**src/dmpd_pkg.sv**
```systemverilog
// Shared types and codes of the dual motor PWM direction driver.
package dmpd_pkg;

	// Command codes carried in the cmd field.
	localparam logic [1:0] CMD_TICK  = 2'd0;
	localparam logic [1:0] CMD_SPEED = 2'd1;
	localparam logic [1:0] CMD_BRAKE = 2'd2;

	// Per-motor drive modes.
	localparam logic [1:0] MODE_COAST = 2'd0;
	localparam logic [1:0] MODE_FWD   = 2'd1;
	localparam logic [1:0] MODE_REV   = 2'd2;
	localparam logic [1:0] MODE_BRAKE = 2'd3;

	// Width of the signed speed field and of its magnitude.
	localparam int SPEED_BITS = 16;
	localparam int MAG_BITS   = SPEED_BITS + 1;

	// Packed widths of the stream words.
	localparam int IN_DATA_BITS  = 24;
	localparam int OUT_DATA_BITS = 8;

	// One input word after unpacking.
	typedef struct packed {
		logic [1:0]                   cmd;
		logic                         motor;
		logic signed [SPEED_BITS-1:0] speed;
	} item_t;

	// Control handed from the input stage to the motor channels.
	typedef struct packed {
		logic  upd;
		item_t item;
	} upd_t;

endpackage

```
**src/dmpd_in_stage.sv**
```systemverilog
// Input register stage: holds one accepted word until the result stage takes it.
module dmpd_in_stage (
	input  logic                                clk,
	input  logic                                arst_n,
	input  logic                                in_valid,
	output logic                                in_ready,
	input  logic [dmpd_pkg::IN_DATA_BITS-1:0]   in_data,
	input  logic                                adv,
	output logic                                valid_s1,
	output dmpd_pkg::item_t                     item_s1
);

	// Free when empty or when the held word moves on this cycle.
	assign in_ready = !valid_s1 || adv;

	// Valid flag of the stage.
	always_ff @(posedge clk or negedge arst_n) begin
		if (!arst_n) begin
			valid_s1 <= 1'b0;
		end else if (in_ready) begin
			valid_s1 <= in_valid;
		end
	end

	// Payload: cmd in bits 1:0, motor in bit 2, speed in bits 18:3.
	always_ff @(posedge clk) begin
		if (in_ready && in_valid) begin
			item_s1.cmd   <= in_data[1:0];
			item_s1.motor <= in_data[2];
			item_s1.speed <= in_data[dmpd_pkg::SPEED_BITS+2:3];
		end
	end

endmodule

```
**src/dmpd_motor.sv**
```systemverilog
// One motor channel: mode and duty state, speed saturation and pin levels.
module dmpd_motor #(
	parameter int   COUNT_BITS = 8,
	parameter logic MOTOR_ID   = 1'b0
) (
	input  logic                  clk,
	input  logic                  arst_n,
	input  dmpd_pkg::upd_t        ctl,
	input  logic [COUNT_BITS-1:0] count_n,
	output logic                  fwd,
	output logic                  rev
);

	localparam logic [dmpd_pkg::MAG_BITS-1:0] DUTY_MAX =
		dmpd_pkg::MAG_BITS'((1 << COUNT_BITS) - 1);

	logic [1:0]                      mode_q, mode_n;
	logic [COUNT_BITS-1:0]           duty_q, duty_n;
	logic [dmpd_pkg::MAG_BITS-1:0]   mag;
	logic [COUNT_BITS-1:0]           duty_sat;
	logic                            hit;
	logic                            on;

	// Magnitude of the signed speed, saturated to the counter range.
	always_comb begin
		if (ctl.item.speed[dmpd_pkg::SPEED_BITS-1]) begin
			mag = {1'b1, {dmpd_pkg::SPEED_BITS{1'b0}}} -
				{1'b0, ctl.item.speed};
		end else begin
			mag = {1'b0, ctl.item.speed};
		end
		duty_sat = (mag > DUTY_MAX) ? DUTY_MAX[COUNT_BITS-1:0] : mag[COUNT_BITS-1:0];
	end

	assign hit = ctl.upd && (ctl.item.motor == MOTOR_ID);

	// Next mode and duty; coast and brake keep the stored duty.
	always_comb begin
		mode_n = mode_q;
		duty_n = duty_q;
		if (hit) begin
			case (ctl.item.cmd)
				dmpd_pkg::CMD_SPEED: begin
					if (ctl.item.speed == '0) begin
						mode_n = dmpd_pkg::MODE_COAST;
					end else begin
						mode_n = ctl.item.speed[dmpd_pkg::SPEED_BITS-1] ?
							dmpd_pkg::MODE_REV : dmpd_pkg::MODE_FWD;
						duty_n = duty_sat;
					end
				end
				dmpd_pkg::CMD_BRAKE: begin
					mode_n = dmpd_pkg::MODE_BRAKE;
				end
				default: begin
					mode_n = mode_q;
				end
			endcase
		end
	end

	always_ff @(posedge clk or negedge arst_n) begin
		if (!arst_n) begin
			mode_q <= dmpd_pkg::MODE_COAST;
			duty_q <= '0;
		end else begin
			mode_q <= mode_n;
			duty_q <= duty_n;
		end
	end

	// Pin levels after this word, from the updated state and counter.
	assign on = (count_n < duty_n);

	always_comb begin
		case (mode_n)
			dmpd_pkg::MODE_FWD: begin
				fwd = on;
				rev = 1'b0;
			end
			dmpd_pkg::MODE_REV: begin
				fwd = 1'b0;
				rev = on;
			end
			dmpd_pkg::MODE_BRAKE: begin
				fwd = 1'b1;
				rev = 1'b1;
			end
			default: begin
				fwd = 1'b0;
				rev = 1'b0;
			end
		endcase
	end

endmodule

```
**src/dual_motor_pwm_direction_driver_top.sv**
```systemverilog
// Top level of the dual motor PWM direction driver.
//
// Input stream (s_axis): one word per command. A tick advances the shared
// PWM counter, a set-speed word gives motor A or B a signed speed (sign picks
// the pin, magnitude saturates to the counter range), a brake word drives
// both pins of that motor high.
// Output stream (m_axis): one word per input word, the four bridge input
// levels in1..in4 as they stand after that command.
// An accepted word passes through one input register, then the state update
// and pin compare feeding the result register, which offers it on m_axis.
// Throughput is one word per clock while the receiver takes results; the
// input register and the result register each hold a word, so a new word is
// taken while a finished result still waits for the receiver.
// When the receiver stalls, the result holds and the input register fills;
// s_axis_tready drops only when both hold a word.
// Reset clears the counter, sets both motors to coast with zero duty and
// empties both registers.
module dual_motor_pwm_direction_driver_top #(
	parameter int COUNT_BITS = 8
) (
	input  logic                                 clk,
	input  logic                                 arst_n,
	input  logic                                 s_axis_tvalid,
	output logic                                 s_axis_tready,
	// Fields from bit 0: cmd[1:0], motor[2], speed[18:3], zero pad [23:19].
	input  logic [dmpd_pkg::IN_DATA_BITS-1:0]    s_axis_tdata,
	output logic                                 m_axis_tvalid,
	input  logic                                 m_axis_tready,
	// Fields from bit 0: in1[0], in2[1], in3[2], in4[3], zero pad [7:4].
	output logic [dmpd_pkg::OUT_DATA_BITS-1:0]   m_axis_tdata
);

	logic                   valid_s1;
	dmpd_pkg::item_t        item_s1;
	logic                   adv;
	dmpd_pkg::upd_t         ctl;
	logic [COUNT_BITS-1:0]  count_q, count_n;
	logic                   a_fwd, a_rev, b_fwd, b_rev;
	logic                   valid_s2;
	logic [3:0]             pins_s2;

	// Move a word into the result register when it is empty or being read.
	assign adv = valid_s1 && (!valid_s2 || m_axis_tready);

	assign ctl.upd  = adv;
	assign ctl.item = item_s1;

	dmpd_in_stage u_in (
		.clk      (clk),
		.arst_n   (arst_n),
		.in_valid (s_axis_tvalid),
		.in_ready (s_axis_tready),
		.in_data  (s_axis_tdata),
		.adv      (adv),
		.valid_s1 (valid_s1),
		.item_s1  (item_s1)
	);

	// Shared PWM counter, advanced by each tick word as it moves on.
	assign count_n = (adv && (item_s1.cmd == dmpd_pkg::CMD_TICK)) ?
		count_q + COUNT_BITS'(1) : count_q;

	always_ff @(posedge clk or negedge arst_n) begin
		if (!arst_n) begin
			count_q <= '0;
		end else begin
			count_q <= count_n;
		end
	end

	dmpd_motor #(.COUNT_BITS(COUNT_BITS), .MOTOR_ID(1'b0)) u_motor_a (
		.clk     (clk),
		.arst_n  (arst_n),
		.ctl     (ctl),
		.count_n (count_n),
		.fwd     (a_fwd),
		.rev     (a_rev)
	);

	dmpd_motor #(.COUNT_BITS(COUNT_BITS), .MOTOR_ID(1'b1)) u_motor_b (
		.clk     (clk),
		.arst_n  (arst_n),
		.ctl     (ctl),
		.count_n (count_n),
		.fwd     (b_fwd),
		.rev     (b_rev)
	);

	// Result register.
	always_ff @(posedge clk or negedge arst_n) begin
		if (!arst_n) begin
			valid_s2 <= 1'b0;
		end else if (!valid_s2 || m_axis_tready) begin
			valid_s2 <= valid_s1;
		end
	end

	always_ff @(posedge clk) begin
		if (adv) begin
			pins_s2 <= {b_rev, b_fwd, a_rev, a_fwd};
		end
	end

	assign m_axis_tvalid = valid_s2;
	assign m_axis_tdata  = {{(dmpd_pkg::OUT_DATA_BITS - 4){1'b0}}, pins_s2};

endmodule

```
**config.mk**
```make
export PLATFORM = sky130hd
export DESIGN_NAME = dual_motor_pwm_direction_driver_top
export DESIGN_NICKNAME = d
export VERILOG_FILES = /design/src/dmpd_pkg.sv /design/src/dmpd_in_stage.sv /design/src/dmpd_motor.sv /design/src/dual_motor_pwm_direction_driver_top.sv
export SDC_FILE = /design/constraint.sdc
export NUM_CORES = 1
export LEC_CHECK = 0
export ABC_AREA = 1
export BUFFER_PORTS_ARGS = -buffer_cell sky130_fd_sc_hd__buf_2
export CORE_UTILIZATION = 55
export CTS_CLUSTER_DIAMETER = 150
export CTS_CLUSTER_SIZE = 20
export DETAILED_ROUTE_END_ITERATION = 10
export PLACE_DENSITY_LB_ADDON = 0.08
export SLEW_MARGIN = 20
export SYNTH_ARGS = -nofsm -noshare
export SYNTH_HDL_FRONTEND = slang
export SYNTH_SLANG_ARGS = --single-unit
```
**constraint.sdc**
```tcl
create_clock -name clk -period 5 [get_ports clk]
set_input_delay 0 -clock clk [delete_from_list [all_inputs] [get_ports clk]]
set_output_delay 0 -clock clk [all_outputs]
set_load 0.02 [all_outputs]
```
; ---- Yosys cells after proc, flatten, opt, wreduce, memory -nomap -nowiden
; Cells that the tools add are included.
[totals]
regBits = 53
output_inout_bits = 10
elab_cells = 55
[op_classes]
addsub = 2
order_cmp = 3
eq_ne = 8
n_mux = 19
n_bitwise = 1
n_reduce_logical = 11
[ops]
columns = cell, n
row1 = $mux W8, 8
row2 = $gt A17 B8 Y1 const B, 1
row3 = $mux W17, 1
row4 = $sub A17 B16 Y17 const A, 1
row5 = $logic_not A16 Y1, 1
row6 = $lt A8 B8 Y1, 2
row7 = $eq A2 B2 Y1 const B, 5
row8 = $add A8 B1 Y8 const B, 1
row9 = $mux W2, 4
row10 = $pmux W1 S2, 4
row11 = $pmux W2 S2, 2
row12 = $eq A2 B1 Y1 const B, 3
row13 = $logic_and A1 B1 Y1, 5
row14 = $logic_not A1 Y1, 2
row15 = $logic_not A2 Y1, 1
row16 = $logic_or A1 B1 Y1, 2
row17 = $not A1 Y1, 1

; ---- Depth between registers and ports, before layout
[logic_depth]
depth_word = 9
ltp_mapped = 23
mapped_depth_nobuf = 23

; ---- By module
; A second synthesis with hierarchy kept.
[unflattened]
hier_cells = 486
area_unflattened_um2 = 3668.5
[by_module_without_submodules]
columns = module, n_inst, cells_per_inst, area_per_inst_um2, seq_area_each_um2
row1 = dmpd_motor at u_motor_b, 1, 194, 1211.2, 250.2
row2 = dmpd_motor at u_motor_a, 1, 195, 1186.1, 250.2
row3 = dual_motor_pwm_direction_driver_top, 1, 72, 655.6, 345.3
row4 = dmpd_in_stage, 1, 25, 615.6, 595.6

; ---- Worst setup path after synthesis
; OpenSTA, ideal clock, no wires.
[synth_timing]
kind = reg-to-reg
from = register, netlist name u_in.item_s1[1]
to = register pins_s2[2] (data pin)
setup_ns = 0.130
arrival_time_ns = 2.631
slack_ns = 2.239
stages_incl_launch_ff = 19
n_path_buf = 0
synth_period_minus_slack_ns = 2.761
cell_sequence = edfxtp_1 > inv_1 > ha_1 > nand2_1 > nor2_1 > nand2_1 > nand3_1 > nand2_1 > inv_1 > nand2_2 > nor4_4 > nand2_1 > o21ai_2 > ha_1 > a21oi_1 > nor2_1 > a211oi_1 > nand3_1 > nand2_1
[synth_via]
elab_chain_len = 9
[synth_rtl]
columns = element, line
row1 = $sub A17 B16 Y17, dmpd_motor.sv:27  ; mag = {1'b1, {dmpd_pkg::SPEED_BITS{1'b0}}} -
row2 = $mux W17, dmpd_motor.sv:26  ; if (ctl.item.speed[dmpd_pkg::SPEED_BITS-1]) begin
row3 = $gt A17 B8 Y1, dmpd_motor.sv:32  ; duty_sat = (mag > DUTY_MAX) ? DUTY_MAX[COUNT_BITS-1:0] : mag[COUNT_BITS-1:0];
row4 = $mux W8, dmpd_motor.sv:32
row5 = $mux W8, dmpd_motor.sv:44  ; if (ctl.item.speed == '0) begin
row6 = $mux W8, dmpd_motor.sv:42  ; case (ctl.item.cmd)
row7 = $mux W8, dmpd_motor.sv:41  ; if (hit) begin
row8 = $lt A8 B8 Y1, dmpd_motor.sv:73  ; assign on = (count_n < duty_n);
row9 = $pmux W1 S2 (*), dmpd_motor.sv:76  ; case (mode_n)
row10 = net b_fwd, dual_motor_pwm_direction_driver_top.sv:38  ; logic a_fwd, a_rev, b_fwd, b_rev;
row11 = "end signal, assigned", dual_motor_pwm_direction_driver_top.sv:100  ; pins_s2 <= {b_rev, b_fwd, a_rev, a_fwd};
row12 = "end, declared", dual_motor_pwm_direction_driver_top.sv:40  ; logic [3:0] pins_s2;
; Mark *: on every way through the listed nets, which the timed path passes. The rest lies on a longest branch.
; A chain may end at the register's enable or synchronous reset.

; ---- Worst setup path in the final report
[layout_timing]
from = register, netlist name u_in.item_s1[15]
to = register pins_s2[3] (data pin)
[layout_via]
elab_chain_len = 9
[layout_rtl]
columns = element, line
row1 = $sub A17 B16 Y17, dmpd_motor.sv:27
row2 = $mux W17, dmpd_motor.sv:26
row3 = $gt A17 B8 Y1, dmpd_motor.sv:32
row4 = $mux W8, dmpd_motor.sv:32
row5 = $mux W8, dmpd_motor.sv:44
row6 = $mux W8, dmpd_motor.sv:42
row7 = $mux W8, dmpd_motor.sv:41
row8 = $lt A8 B8 Y1, dmpd_motor.sv:73
row9 = $pmux W1 S2 (*), dmpd_motor.sv:76
row10 = net b_rev, dual_motor_pwm_direction_driver_top.sv:38
; Marks and branches as above.

==> impl_metrics.env <==
export IMPL_core_um2=5240
export IMPL_setup_violations=0
export IMPL_diodes=0
export IMPL_start_util_pct=58.5
export IMPL_cap_violations=0
export IMPL_synth_seq_cells=53
export IMPL_fin_crit_sh_pct=67.6
export IMPL_path_cells="nand2_1 > nand2_1 > nand2_1 > nand2_1 > nand3_1 > nor4_4 > nand2_1 > o21ai_2 > ha_1 > a21oi_1 > nor2_1 > a211oi_1 > nand3_1 > nand2_1"
export IMPL_internal_power_mw=0.849
export IMPL_r2r_cells=14
export IMPL_instances_no_fill=491
export IMPL_crit_family="simple AND/OR/NAND/NOR gates"
export IMPL_slowest_stage="edfxtp_1"
export IMPL_dp_hpwl_um=4310
export IMPL_cp_data_required_time_ps=5200
export IMPL_fin_worst_skew_ps=16.1
export IMPL_fp_dieH_um=76.6
export IMPL_cp_start_kind="flop"
export IMPL_synth_top_family_by_area="simple AND/OR/NAND/NOR gates"
export IMPL_critPathBufInv=0
export IMPL_numCtsBuffers=5
export IMPL_clock_latency_ps=320
export IMPL_clkPwrFrac_pct=18.7
export IMPL_cts_sinks=53
export IMPL_synth_cells=365
export IMPL_ant_nets=0
export IMPL_antenna_found_initial=0
export IMPL_p_seq_share_pct=46.0
export IMPL_worstMarginPinSlew_ps=714
export IMPL_yosysTopAreaCell="dfrtp_1"
export IMPL_combPwrFrac_pct=35.3
export IMPL_synthMuxAreaShare_pct=0
export IMPL_synthArstFlopShare_pct=56.6
export IMPL_reg2reg_from="u_in.item_s1[15]$_DFFE_PP_"
export IMPL_cpMostUsedCell="nand2_1"
export IMPL_grt_pass1_vias=2347
export IMPL_multi_input_area_um2=1320
export IMPL_synth_area_top_cells="dfrtp_1 (25%), edfxtp_1 (23%), nand2_1 (10%), inv_1 (8.3%), ha_1 (7.8%)"
export IMPL_critPathKind="reg2reg"
export IMPL_regArea_um2=1440
export IMPL_nFillCells=425
export IMPL_via_per_inst=4.86
export IMPL_ioPinCount=38
export IMPL_grt_max_degree=31
export IMPL_hold_path_class="in2async"
export IMPL_synth_compound_area_share_pct=6.42
export IMPL_synth_top_flop_cell="dfrtp_1"
export IMPL_synth_distinct_cells=31
export IMPL_grt_overflow=0
export IMPL_port_buffer_count=28
export IMPL_drc=0
export IMPL_setup_tns_ps=0
export IMPL_yosysSeqAreaShare_pct=47.1
export IMPL_rows=26
export IMPL_hold_violations=0
export IMPL_total_power_mw=1.33
export IMPL_syn_to_final_growth_pct=17.1
export IMPL_ys_warnings_count=0
export IMPL_critPathCaptureType="flop"
export IMPL_cts_tree="done"
export IMPL_drive_gt1_share_pct=15.4
export IMPL_synth_xor_area_share_pct=2.86
export IMPL_syn_area_per_cell_um2=8.39
export IMPL_synth_edf_count=23
export IMPL_gp_congestion=0.849
export IMPL_swShare_pct=36.3
export IMPL_max_freq_mhz=296
export IMPL_critPathMaxStageDelay_ps=800
export IMPL_path_max_fanout=20
export IMPL_dieArea_um2=5870
export IMPL_synth_simple_gate_area_share_pct=25.4
export IMPL_first_pass_iters=4
export IMPL_netlist_area_um2=3060
export IMPL_power_density_nw_per_um2=372
export IMPL_slew_headroom_pct=52.4
export IMPL_arrival_ps=3580
export IMPL_grt_total_usage_pct=22.9
export IMPL_reg2reg_slack_ps=1620
export IMPL_synth_fa_ha_area_share_pct=7.76
export IMPL_wl_um=5940
export IMPL_place_inst=460
export IMPL_min_period_ps=3380
export IMPL_drt_initial_drc_count=119
export IMPL_nNetsFinal=467
export IMPL_clk_transition_reported_paths_ps=110
export IMPL_p_switching_mw=0.484
export IMPL_grt_pass1_wl_um=10400
export IMPL_wire_per_inst_um=12.1
export IMPL_die_w_um=76.6
export IMPL_outcome="finished clean"
export IMPL_rsz0062_at_grt="false"
export IMPL_ir_drop_mv=0.233
export IMPL_timing_rr_end="pins_s2[3]$_DFFE_PP_"
export IMPL_cts_root_buf="clkbuf_8"
export IMPL_vias=2386
export IMPL_yosysTopAreaCellShare_pct=24.5
export IMPL_slew_violations=0
export IMPL_cts_max_path_buffers=2
export IMPL_p_leak_nw=1.74
export IMPL_htree_levels=2
[power by group through the flow]
stage	Combinational (mW)	Sequential, mW	Clock, mW
floorplan	0.335	0.627	0
finish	0.470	0.613	0.249
detailed placement	0.456	0.622	0
global route	0.547	0.626	0.271
CTS	0.472	0.614	0.250
global placement	0.434	0.619	0
[metrics by stage]
step / utilization [%] / cell area, um^2 / setup slack, ps / hold WS [ps]
after floorplan: - / 3070 / 2240 / -296
after global placement: 62.4 / 3270 / 1740 / 70.8
after detailed placement: 62.4 / 3270 / 1650 / 80.9
after CTS: 68.4 / 3580 / 1640 / 271
after global routing: 68.4 / 3580 / 1210 / 306
final: 68.4 / 3580 / 1620 / 240
[metal layers]
layer | track usage (%) | up-vias | wire length [um]
met3 | 4.43 | 11 | 179
met5 | 0 | - | 0
met4 | 8.46 | 0 | 119
met1 | 31.1 | 1080 | 2920
met2 | 36.3 | 43 | 2720
li1 | - | 1252 | -
[synthesized netlist by cell type, types with 2 or more instances]
library cell and number:
clkbuf_1 2, a21oi_1 5, edfxtp_1 23, inv_1 68, nand3_1 23, o21ai_0 6
or2_2 9, nor2_1 35, buf_4 5, and2_1 3, nor3_1 3, ha_1 19
o22ai_1 2, o21ai_2 7, nor2_4 2, xnor2_1 2, o21ai_1 8, inv_2 3
nand4_1 6, dfrtp_1 30, nand2_2 4, a211oi_1 2, xor2_1 8, nand2_1 83
[timing repair]
| action | 4_1_cts | 5_1_grt |
|---|---|---|
| hold buffers | 23 | 0 |
| resized for setup | 0 | 0 |
| setup buffers | 0 | 0 |
| hold endpoints to repair | 51 | 0 |
[flip-flops by register name (all words and copies together), names as in the netlist]
register,cells
u_motor_b.mode_q,2
u_motor_b.duty_q,8
u_motor_a.mode_q,2
count_q,8
m_axis_tvalid,1
u_in.valid_s1,1
pins_s2,4
u_motor_a.duty_q,8
u_in.item_s1,19
[cells in the final DEF, fill, tap and decap left out, drive strengths merged, types with 2 or more instances in the layout]
master / instances
dlygate4sd3: 23
o21ai: 21
buf: 30
conb: 4
ha: 19
xnor2: 2
nand2: 87
inv: 71
or2: 10
a21oi: 5
nand4: 6
nand3: 24
and2: 3
clkbuf: 6
nor2: 37
dfrtp: 30
nor3: 3
xor2: 8
edfxtp: 23
a211oi: 2
o22ai: 2
[worst reg2reg max path, delay by kind of cell, from the launching register on]
family	cells	cell delay [ps]
fa+ha+maj	1	260
compound gates	3	670
flops	1	800
simple gates	10	1550
[cells by family after synthesis]
family / Yosys count
AOI/OAI and AO/OA: 31
xor gates and xnor gates: 10
adders and majority gates: 19
buffers and inverters: 79
DFF: 53
other: 1
and+or+nand+nor: 172
[area by class of cell]
class                   count  share of cell area, %
clock inverters             2                  0.454
flip-flops and latches     53                   40.2
multi-input cells         236                   36.7
clock buffers               6                   2.02
repair buffers             53                   10.8
well taps                  70                   2.44
inverters                  71                   7.43
[worst max-delay path by stage]
stage,start,to,slack [ps],cells past startpoint
5_1_grt,u_in.item_s1[15]$_DFFE_PP_,pins_s2[0]$_DFFE_PP_,1210,13
4_1_cts,u_in.item_s1[15]$_DFFE_PP_,pins_s2[3]$_DFFE_PP_,1640,14
2_1_floorplan,u_in.item_s1[1]$_DFFE_PP_,pins_s2[2]$_DFFE_PP_,2240,18
6_report,u_in.item_s1[15]$_DFFE_PP_,pins_s2[3]$_DFFE_PP_,1620,14
3_5_place_dp,u_in.item_s1[15]$_DFFE_PP_,pins_s2[2]$_DFFE_PP_,1650,14
3_3_place_gp,u_in.item_s1[15]$_DFFE_PP_,pins_s2[0]$_DFFE_PP_,1740,13
(Power assumes the default switching activity.)
